--- src/rtl/oate_pkg.sv ---
package oate_pkg;

	// Request and response beats
	typedef struct packed {
		logic [2:0]         op;
		logic [4:0]         position;
		logic signed [31:0] operand_value;
	} req_t;

	typedef struct packed {
		logic [1:0] status;
		logic [3:0] found_position;
		logic [4:0] count_now;
	} rsp_t;

	// Request op codes
	localparam logic [2:0] OP_APPEND = 3'd0;
	localparam logic [2:0] OP_INSERT = 3'd1;
	localparam logic [2:0] OP_DELETE = 3'd2;
	localparam logic [2:0] OP_LSRCH  = 3'd3;
	localparam logic [2:0] OP_BSRCH  = 3'd4;

	// Response status codes
	localparam logic [1:0] STAT_OK   = 2'd0;
	localparam logic [1:0] STAT_BAD  = 2'd1;
	localparam logic [1:0] STAT_MISS = 2'd2;

	// Microprogram steps
	typedef enum logic [4:0] {
		U_IDLE, U_FIN, U_BAD, U_MISS, U_OK,
		U_AP0, U_AP1,
		U_IN0, U_IN1, U_IN2, U_IN3,
		U_DL0, U_DL1, U_DL2, U_DL3,
		U_LS0, U_LS1, U_LS2, U_LS3, U_LS4, U_LS5,
		U_BS0, U_BS1, U_BS2, U_BS3
	} step_t;

	// Jump conditions
	typedef enum logic [3:0] {
		CD_ALWAYS, CD_REQ, CD_FULL, CD_INS_BAD, CD_DEL_BAD, CD_IDX_LE_POS,
		CD_IDXP1_GE_CNT, CD_IDX_GE_CNT, CD_EQ, CD_IDX_ONE, CD_LO_GT_HI,
		CD_OUT_FREE
	} cond_t;

	// Memory address sources
	typedef enum logic [2:0] {
		AS_IDX, AS_IDXM1, AS_IDXP1, AS_IDXM2, AS_CNT, AS_POS, AS_MID
	} asel_t;

	typedef enum logic {WD_VAL, WD_RDATA} wsel_t;

	typedef enum logic [2:0] {
		IX_HOLD, IX_ZERO, IX_CNT, IX_POS, IX_INC, IX_DEC, IX_MID
	} idx_op_t;

	typedef enum logic [1:0] {CN_HOLD, CN_INC, CN_DEC} cnt_op_t;
	typedef enum logic [1:0] {LH_HOLD, LH_INIT, LH_STEP} lh_op_t;
	typedef enum logic [1:0] {SO_HOLD, SO_OK, SO_BAD, SO_MISS} st_op_t;
	typedef enum logic [1:0] {FO_HOLD, FO_IDX, FO_IDXM1} fnd_op_t;

	// One control word
	typedef struct packed {
		cond_t   cond;
		step_t   tgt;
		step_t   nxt;
		logic    dispatch;
		asel_t   rsel;
		logic    we;
		asel_t   wsel;
		wsel_t   wdata;
		idx_op_t idx_op;
		cnt_op_t cnt_op;
		lh_op_t  lh_op;
		st_op_t  st_op;
		fnd_op_t fnd_op;
		logic    emit;
	} ctl_t;

	localparam ctl_t CTL_NOP = '{
		cond: CD_ALWAYS, tgt: U_FIN, nxt: U_FIN, dispatch: 1'b0,
		rsel: AS_IDX, we: 1'b0, wsel: AS_IDX, wdata: WD_VAL,
		idx_op: IX_HOLD, cnt_op: CN_HOLD, lh_op: LH_HOLD,
		st_op: SO_HOLD, fnd_op: FO_HOLD, emit: 1'b0
	};

	// Control store: one word per step
	function automatic ctl_t ucode(step_t s);
		ctl_t c;
		c = CTL_NOP;
		unique case (s)
			U_IDLE: begin
				c.cond = CD_REQ; c.tgt = U_IDLE; c.nxt = U_IDLE; c.dispatch = 1'b1;
			end
			U_FIN: begin
				c.cond = CD_OUT_FREE; c.tgt = U_IDLE; c.nxt = U_FIN; c.emit = 1'b1;
			end
			U_BAD:  c.st_op = SO_BAD;
			U_MISS: c.st_op = SO_MISS;
			U_OK:   c.st_op = SO_OK;
			U_AP0: begin
				c.cond = CD_FULL; c.tgt = U_BAD; c.nxt = U_AP1;
			end
			U_AP1: begin
				c.we = 1'b1; c.wsel = AS_CNT; c.wdata = WD_VAL;
				c.cnt_op = CN_INC; c.st_op = SO_OK;
			end
			U_IN0: begin
				c.cond = CD_INS_BAD; c.tgt = U_BAD; c.nxt = U_IN1; c.idx_op = IX_CNT;
			end
			U_IN1: begin
				c.cond = CD_IDX_LE_POS; c.tgt = U_IN3; c.nxt = U_IN2;
				c.rsel = AS_IDXM1; c.idx_op = IX_DEC;
			end
			U_IN2: begin
				c.cond = CD_IDX_LE_POS; c.tgt = U_IN3; c.nxt = U_IN2;
				c.rsel = AS_IDXM1; c.idx_op = IX_DEC;
				c.we = 1'b1; c.wsel = AS_IDXP1; c.wdata = WD_RDATA;
			end
			U_IN3: begin
				c.we = 1'b1; c.wsel = AS_POS; c.wdata = WD_VAL;
				c.cnt_op = CN_INC; c.st_op = SO_OK;
			end
			U_DL0: begin
				c.cond = CD_DEL_BAD; c.tgt = U_BAD; c.nxt = U_DL1; c.idx_op = IX_POS;
			end
			U_DL1: begin
				c.cond = CD_IDXP1_GE_CNT; c.tgt = U_DL3; c.nxt = U_DL2;
				c.rsel = AS_IDXP1; c.idx_op = IX_INC;
			end
			U_DL2: begin
				c.cond = CD_IDXP1_GE_CNT; c.tgt = U_DL3; c.nxt = U_DL2;
				c.rsel = AS_IDXP1; c.idx_op = IX_INC;
				c.we = 1'b1; c.wsel = AS_IDXM1; c.wdata = WD_RDATA;
			end
			U_DL3: begin
				c.cnt_op = CN_DEC; c.st_op = SO_OK;
			end
			U_LS0: begin
				c.tgt = U_LS1; c.idx_op = IX_ZERO;
			end
			U_LS1: begin
				c.cond = CD_IDX_GE_CNT; c.tgt = U_MISS; c.nxt = U_LS2;
				c.rsel = AS_IDX; c.idx_op = IX_INC;
			end
			U_LS2: begin
				c.cond = CD_EQ; c.tgt = U_LS3; c.nxt = U_LS1;
			end
			U_LS3: begin
				c.cond = CD_IDX_ONE; c.tgt = U_OK; c.nxt = U_LS4;
				c.rsel = AS_IDXM2; c.fnd_op = FO_IDXM1;
			end
			U_LS4: begin
				c.tgt = U_LS5; c.we = 1'b1; c.wsel = AS_IDXM1; c.wdata = WD_RDATA;
			end
			U_LS5: begin
				c.we = 1'b1; c.wsel = AS_IDXM2; c.wdata = WD_VAL; c.st_op = SO_OK;
			end
			U_BS0: begin
				c.tgt = U_BS1; c.lh_op = LH_INIT;
			end
			U_BS1: begin
				c.cond = CD_LO_GT_HI; c.tgt = U_MISS; c.nxt = U_BS2;
				c.rsel = AS_MID; c.idx_op = IX_MID;
			end
			U_BS2: begin
				c.cond = CD_EQ; c.tgt = U_BS3; c.nxt = U_BS1; c.lh_op = LH_STEP;
			end
			U_BS3: begin
				c.fnd_op = FO_IDX; c.st_op = SO_OK;
			end
			default: c = CTL_NOP;
		endcase
		return c;
	endfunction

	// Entry step for a request op
	function automatic step_t entry_step(logic [2:0] op);
		step_t s;
		s = U_BAD;
		unique case (op)
			OP_APPEND: s = U_AP0;
			OP_INSERT: s = U_IN0;
			OP_DELETE: s = U_DL0;
			OP_LSRCH:  s = U_LS0;
			OP_BSRCH:  s = U_BS0;
			default:   s = U_BAD;
		endcase
		return s;
	endfunction

endpackage

--- src/rtl/ordered_array_table_engine_unit.sv ---
// Ordered array table engine: a dense array of signed 32-bit words with a
// count of entries in use. Each request beat on req (valid/ready) names one
// op: append, insert at an index, delete at an index, linear search that
// moves a hit one place toward the front, or binary search over a sorted
// array. Each request yields exactly one response beat on rsp carrying a
// status, the index where a key was found and the entry count afterward.
// A microcoded sequencer steps a word store with one write and one
// registered read per cycle. A new request is taken in the idle step,
// the cycle after the previous response is loaded, even while that
// response still waits in the output register; if rsp stalls, the
// sequencer holds at its final step until the slot frees.
// Reset empties the table (count zero); the store itself is not cleared,
// since only entries below the count are ever used.
module ordered_array_table_engine_unit #(
	parameter int CAPACITY = 16
) (
	input  logic            clk,
	input  logic            arst_n,
	input  logic            req_valid,
	output logic            req_ready,
	input  oate_pkg::req_t  req,
	output logic            rsp_valid,
	input  logic            rsp_ready,
	output oate_pkg::rsp_t  rsp
);
	import oate_pkg::*;

	localparam int CW = $clog2(CAPACITY + 1);
	localparam int AW = $clog2(CAPACITY);
	localparam int XW = (CW > 5) ? CW : 5;

	logic [31:0]         store_q [CAPACITY];
	logic [31:0]         rd_data_q;
	step_t               step_q, step_d;
	ctl_t                ctl;
	logic [CW-1:0]       cnt_q;
	logic [CW-1:0]       idx_q;
	logic [CW-1:0]       found_q;
	logic signed [CW:0]  lo_q, hi_q;
	logic [4:0]          pos_q;
	logic [31:0]         val_q;
	logic [1:0]          status_q;
	logic                rsp_valid_q;
	rsp_t                rsp_q;

	logic                accept, out_free, taken, emit;
	logic [XW-1:0]       idx_x, cnt_x, pos_x;
	logic signed [CW+1:0] lh_sum;
	logic [CW-1:0]       mid;
	logic [CW-1:0]       raddr_w, waddr_w;
	logic [31:0]         wdata_w;
	logic                key_eq, key_less;

	// Decode the current step
	always_comb begin
		ctl = ucode(step_q);
	end

	assign req_ready = (step_q == U_IDLE);
	assign accept    = req_valid && req_ready;
	assign out_free  = !rsp_valid_q || rsp_ready;
	assign emit      = ctl.emit && out_free;

	// Compare helpers
	assign idx_x    = XW'(idx_q);
	assign cnt_x    = XW'(cnt_q);
	assign pos_x    = XW'(pos_q);
	assign lh_sum   = (CW+2)'(lo_q) + (CW+2)'(hi_q);
	assign mid      = lh_sum[CW:1];
	assign key_eq   = (rd_data_q == val_q);
	assign key_less = ($signed(rd_data_q) < $signed(val_q));

	// Evaluate jump condition
	always_comb begin
		unique case (ctl.cond)
			CD_ALWAYS:       taken = 1'b1;
			CD_REQ:          taken = req_valid;
			CD_FULL:         taken = (cnt_q == CW'(CAPACITY));
			CD_INS_BAD:      taken = (cnt_q == CW'(CAPACITY)) || (pos_x > cnt_x);
			CD_DEL_BAD:      taken = (pos_x >= cnt_x);
			CD_IDX_LE_POS:   taken = (idx_x <= pos_x);
			CD_IDXP1_GE_CNT: taken = ((idx_q + CW'(1)) >= cnt_q);
			CD_IDX_GE_CNT:   taken = (idx_q >= cnt_q);
			CD_EQ:           taken = key_eq;
			CD_IDX_ONE:      taken = (idx_q == CW'(1));
			CD_LO_GT_HI:     taken = (lo_q > hi_q);
			CD_OUT_FREE:     taken = out_free;
			default:         taken = 1'b1;
		endcase
	end

	// Next step
	always_comb begin
		if (ctl.dispatch && taken) begin
			step_d = entry_step(req.op);
		end else if (taken) begin
			step_d = ctl.tgt;
		end else begin
			step_d = ctl.nxt;
		end
	end

	always_ff @(posedge clk or negedge arst_n) begin
		if (!arst_n) begin
			step_q <= U_IDLE;
		end else begin
			step_q <= step_d;
		end
	end

	// Address and write data selection
	function automatic logic [CW-1:0] pick_addr(asel_t s, logic [CW-1:0] idx,
			logic [CW-1:0] cnt, logic [4:0] pos, logic [CW-1:0] md);
		logic [CW-1:0] a;
		a = idx;
		case (s)
			AS_IDX:   a = idx;
			AS_IDXM1: a = idx - CW'(1);
			AS_IDXP1: a = idx + CW'(1);
			AS_IDXM2: a = idx - CW'(2);
			AS_CNT:   a = cnt;
			AS_POS:   a = CW'(pos);
			AS_MID:   a = md;
			default:  a = idx;
		endcase
		return a;
	endfunction

	assign raddr_w = pick_addr(ctl.rsel, idx_q, cnt_q, pos_q, mid);
	assign waddr_w = pick_addr(ctl.wsel, idx_q, cnt_q, pos_q, mid);
	assign wdata_w = (ctl.wdata == WD_RDATA) ? rd_data_q : val_q;

	// Word store: one write and one registered read per cycle
	always_ff @(posedge clk) begin
		if (ctl.we) begin
			store_q[waddr_w[AW-1:0]] <= wdata_w;
		end
		rd_data_q <= store_q[raddr_w[AW-1:0]];
	end

	// Entry count
	always_ff @(posedge clk or negedge arst_n) begin
		if (!arst_n) begin
			cnt_q <= '0;
		end else begin
			case (ctl.cnt_op)
				CN_INC:  cnt_q <= cnt_q + CW'(1);
				CN_DEC:  cnt_q <= cnt_q - CW'(1);
				default: cnt_q <= cnt_q;
			endcase
		end
	end

	// Datapath registers: latch request, walk index, search bounds, result
	always_ff @(posedge clk) begin
		if (accept) begin
			pos_q <= req.position;
			val_q <= req.operand_value;
		end

		case (ctl.idx_op)
			IX_ZERO: idx_q <= '0;
			IX_CNT:  idx_q <= cnt_q;
			IX_POS:  idx_q <= CW'(pos_q);
			IX_INC:  idx_q <= idx_q + CW'(1);
			IX_DEC:  idx_q <= idx_q - CW'(1);
			IX_MID:  idx_q <= mid;
			default: idx_q <= idx_q;
		endcase

		case (ctl.lh_op)
			LH_INIT: begin
				lo_q <= '0;
				hi_q <= $signed({1'b0, cnt_q}) - (CW+1)'(1);
			end
			LH_STEP: begin
				if (key_less) begin
					lo_q <= $signed({1'b0, idx_q}) + (CW+1)'(1);
				end else begin
					hi_q <= $signed({1'b0, idx_q}) - (CW+1)'(1);
				end
			end
			default: begin
				lo_q <= lo_q;
				hi_q <= hi_q;
			end
		endcase

		if (accept) begin
			found_q <= '0;
		end else begin
			case (ctl.fnd_op)
				FO_IDX:   found_q <= idx_q;
				FO_IDXM1: found_q <= idx_q - CW'(1);
				default:  found_q <= found_q;
			endcase
		end

		case (ctl.st_op)
			SO_OK:   status_q <= STAT_OK;
			SO_BAD:  status_q <= STAT_BAD;
			SO_MISS: status_q <= STAT_MISS;
			default: status_q <= status_q;
		endcase

		if (emit) begin
			rsp_q.status         <= status_q;
			rsp_q.found_position <= 4'(found_q);
			rsp_q.count_now      <= 5'(cnt_q);
		end
	end

	// Output register: load on emit, drop when taken
	always_ff @(posedge clk or negedge arst_n) begin
		if (!arst_n) begin
			rsp_valid_q <= 1'b0;
		end else if (emit) begin
			rsp_valid_q <= 1'b1;
		end else if (rsp_ready) begin
			rsp_valid_q <= 1'b0;
		end
	end

	assign rsp_valid = rsp_valid_q;
	assign rsp       = rsp_q;

endmodule

--- config.mk ---
export PLATFORM = sky130hd
export DESIGN_NAME = ordered_array_table_engine_unit
export DESIGN_NICKNAME = d
export VERILOG_FILES = /design/src/rtl/oate_pkg.sv /design/src/rtl/ordered_array_table_engine_unit.sv
export SDC_FILE = /design/constraint.sdc
export NUM_CORES = 1
export LEC_CHECK = 0
export ABC_AREA = 1
export BUFFER_PORTS_ARGS = -buffer_cell sky130_fd_sc_hd__buf_2
export CORE_ASPECT_RATIO = 1.1
export CORE_MARGIN = 3
export CORE_UTILIZATION = 55
export CTS_CLUSTER_SIZE = 40
export DETAILED_ROUTE_END_ITERATION = 8
export PLACE_DENSITY = 0.81
export SYNTH_ARGS = -nofsm -noshare
export SYNTH_HDL_FRONTEND = slang
export SYNTH_SLANG_ARGS = --single-unit
--- constraint.sdc ---
create_clock -name clk -period 4.3 [get_ports clk]
set_input_delay 0.86 -clock clk [delete_from_list [all_inputs] [get_ports clk]]
set_output_delay 0.86 -clock clk [all_outputs]
set_load 0.02 [all_outputs]
==> run summary <==
outcome = complete, no violations
worst-path fanout max = 16
placed cells = 3669
P per Cell Area = 721.5 nW/um^2
Critical Path Slowest Stage Cell = dfrtp_1
filler instances = 3963
GRT Max-Usage Layer = met2
WL final = 73010 um
Synth Area in Adders = 3.330%
Clock power frac = 22.8%
data required time at the worst endpoint = 4.64 ns
MaxCap Viol Count = 0
Final nets = 3175
post-route setup slack = 0.8996 ns
largest net degree at the start of global routing = 112
iteration count of the initial detailed-routing pass = 6
synthesized cell area = 29390 um^2
Die Y = 248.4 um
GP Congestion = 0.9402
cell breakdown of the critical path = inv_2, nand3_2, inv_2, nand2_1, inv_1, nor2_1, nand3_2, o21ai_0, nor2_1, nor3_1, nand2_1, nor2_4, buf_4
M1 GR Usage = 33.40%
Synth Register Bits = 626
Initial Util = 55.83%
HPWL Detailed = 45370 um
yosys warns = 0
Fin. Hold Viols = 0
worst hold slack = 0.08564 ns
R2R cell count = 13
Hold WC Path Type = input port to asynchronous set/reset pin
worst endpoint data arrival time = 3.74 ns
Root Driver = clkbuf_16
ys flop type = edfxtp_1
# rows = 88
H-tree depth = 2
Tcrit/Tclk final = 79.08%
Layout area overhead = 11.22%
gr usage total = 25.98%
grt met2 use = 43.82%
Worst-Skew Late Latency = 0.65 ns
Slowest Stage Delay on Critical Path = 0.60 ns
Yosys cell types = 46
post-CTS setup buffers = 0
syn nets = 3110
switching power = 9705 uW
Async S/R FF share, synth = 1.757%
TNS Setup = 0 ns
total CTS buffers = 58
proportion of synthesized area in mux cells = 0%
clk slew on worst S/H paths = 0.07 ns
post-DR wirelength/cell = 19.32 um
Simple-Gate Fraction of Synth Area = 20.47%
minimum clock period after layout = 3.400 ns
Internal = 13880 uW
drt drc = 0
RSZ-0062 raised after global routing = no
Finished Core Util = 62.10%
post-CTS sizing = 0
Compound-Gate Fraction of Synth Area = 2.414%
CORE AREA = 52630 um^2
worst reg2reg startpoint = step_q[4]
die footprint = 56240 um^2
R2R Setup Slk = 0.90 ns
diodes inserted = 0
P_leak = 0.01451 uW
worst-margin pin slew = 1.387 ns
pre-CTS setup slack = 0.9652 ns
most frequent cells in the layout = nand2_1, inv_1, edfxtp_1
Post-Synth XOR/XNOR Area = 0.3577%
Post-DRT Antenna Nets = 0
Clock Sinks = 626
initial DRC count = 2401
critical path type = flip-flop to flip-flop
share of layout cells above drive strength 1 = 8.637%
Max VDD drop = 0.5706 mV
most common cell after layout, fill and taps aside = nand2_1
hold-fix buffers at CTS = 0
reg2reg end = store_q[8][22]
Vias = 20910
largest family of logic cells by synthesized area = simple AND/OR/NAND/NOR gates
EDFF count, synth = 579
I/O pin count = 57
Slew headroom = 6.551%
Post-Layout Cell Count = 3778
Storage cell area = 18380 um^2
Multi-input gate area = 7985 um^2
PortBufs = 56
skew final = 0.04534 ns
total grt overflow = 0
Net Sw Frac = 41.16%
endpoint class of the critical path = flip-flop
Combinational Power Share = 41.5%
final setup violating endpoints = 0
power share of the sequential group = 35.7%
FMAX = 294.1 MHz
GR Layer Usage met3 = 4.664%
first-pass GRT wire length = 113100 um
Max clock buf depth = 3
Avg Inst Size Synth = 9.831 um^2
Mapped Cells = 2989
antenna violations before repair = 0
via density per instance = 5.535
DIE WIDTH = 226.4 um
CTS tree = done
final slew viol count = 0
register area share after synthesis = 62.56%
type of origin of the critical path = flip-flop
number of global-route vias before repair = 20330
-- Yosys cell counts (all sizes together) (3+ instances only) --
| library cell | n | share of area [%] |
|---|---|---|
| dfxtp | 36 | 2.5 |
| o21ai | 63 | 1.1 |
| buf | 107 | 2.3 |
| nand3 | 558 | 9.6 |
| dfrtp | 11 | 0.94 |
| xnor2 | 6 | 0.18 |
| nand4 | 18 | 0.38 |
| nor2 | 90 | 1.3 |
| o211ai | 3 | 0.077 |
| edfxtp | 579 | 59 |
| o22ai | 3 | 0.064 |
| a22oi | 4 | 0.10 |
| a21oi | 41 | 0.74 |
| xor2 | 6 | 0.18 |
| nand2 | 686 | 8.8 |
| clkbuf | 15 | 0.19 |
| ha | 75 | 3.2 |
| nor3 | 11 | 0.20 |
| inv | 655 | 8.4 |
| o2111ai | 3 | 0.089 |
-- area by class of cell --
class | count | share of cell area [%]
Inverter | 656 | 7.534
Multi-Input combinational cell | 1585 | 24.43
Sequential cell | 626 | 56.24
Clock buffer | 79 | 4.958
Timing Repair Buffer | 127 | 3.024
Tap cell | 675 | 2.584
Clock inverter | 30 | 1.225
-- state kept, by name, indices dropped and copies added, names as in the netlist, 6 cells and up --
name	flops
hi_q	6
val_q	32
store_q	512
rsp	11
rd_data_q	32
lo_q	6
-- per-stage QoR --
stage | power, uW | area [um^2]
6_report | 23580 | 32680
4_1_cts | 23480 | 32680
2_1_floorplan | 15010 | 29390
5_1_grt | 24850 | 32680
3_3_place_gp | 17810 | 30660
3_5_place_dp | 18060 | 30660
-- worst max-delay path by stage --
stage	startpoint	endpoint	slack, ns	cells after the start
floorplan	idx_q[0]	store_q[9][0]	0.69	12
global placement	step_q[4]	store_q[8][24]	0.95	13
detailed placement	step_q[4]	store_q[8][22]	0.97	13
CTS	step_q[4]	store_q[8][20]	0.92	13
global route	step_q[4]	store_q[8][20]	0.59	13
finish	step_q[4]	store_q[8][22]	0.90	13
-- power groups by stage --
stage	sequential [uW]	clock, uW	combinational, uW
4_1_cts	8410	5410	9660
6_report	8420	5380	9780
5_1_grt	8470	5670	10700
3_3_place_gp	8510	0	9300
2_1_floorplan	8460	0	6560
3_5_place_dp	8510	0	9540
-- worst max-delay path: cells and delay by family, from the launching register on --
kind / cells / cell delay [ns]
and+or+nand+nor: 8 / 1.78
DFF: 1 / 0.60
buffers and inverters: 4 / 0.61
AOI/OAI and AO/OA: 1 / 0.10
-- cells by family (layout without fill, tap and decap cells) --
logic type               after synthesis  after routing
AO/OA/AOI/OAI                        127            127
flip-flops                           626            626
XOR/XNOR                              12             12
buffers and inverters                778            892
adder cells (fa/ha/maj)               77             77
AND/OR/NAND/NOR                     1369           1369
-- layer usage --
metal  share of wire (%)  wire (um)
met1                  38      27400
met4                 3.9       2852
met5                   0          0
met3                 8.7       6358
met2                  50      36400
No activity file was read; power rests on OpenSTA's default activity.
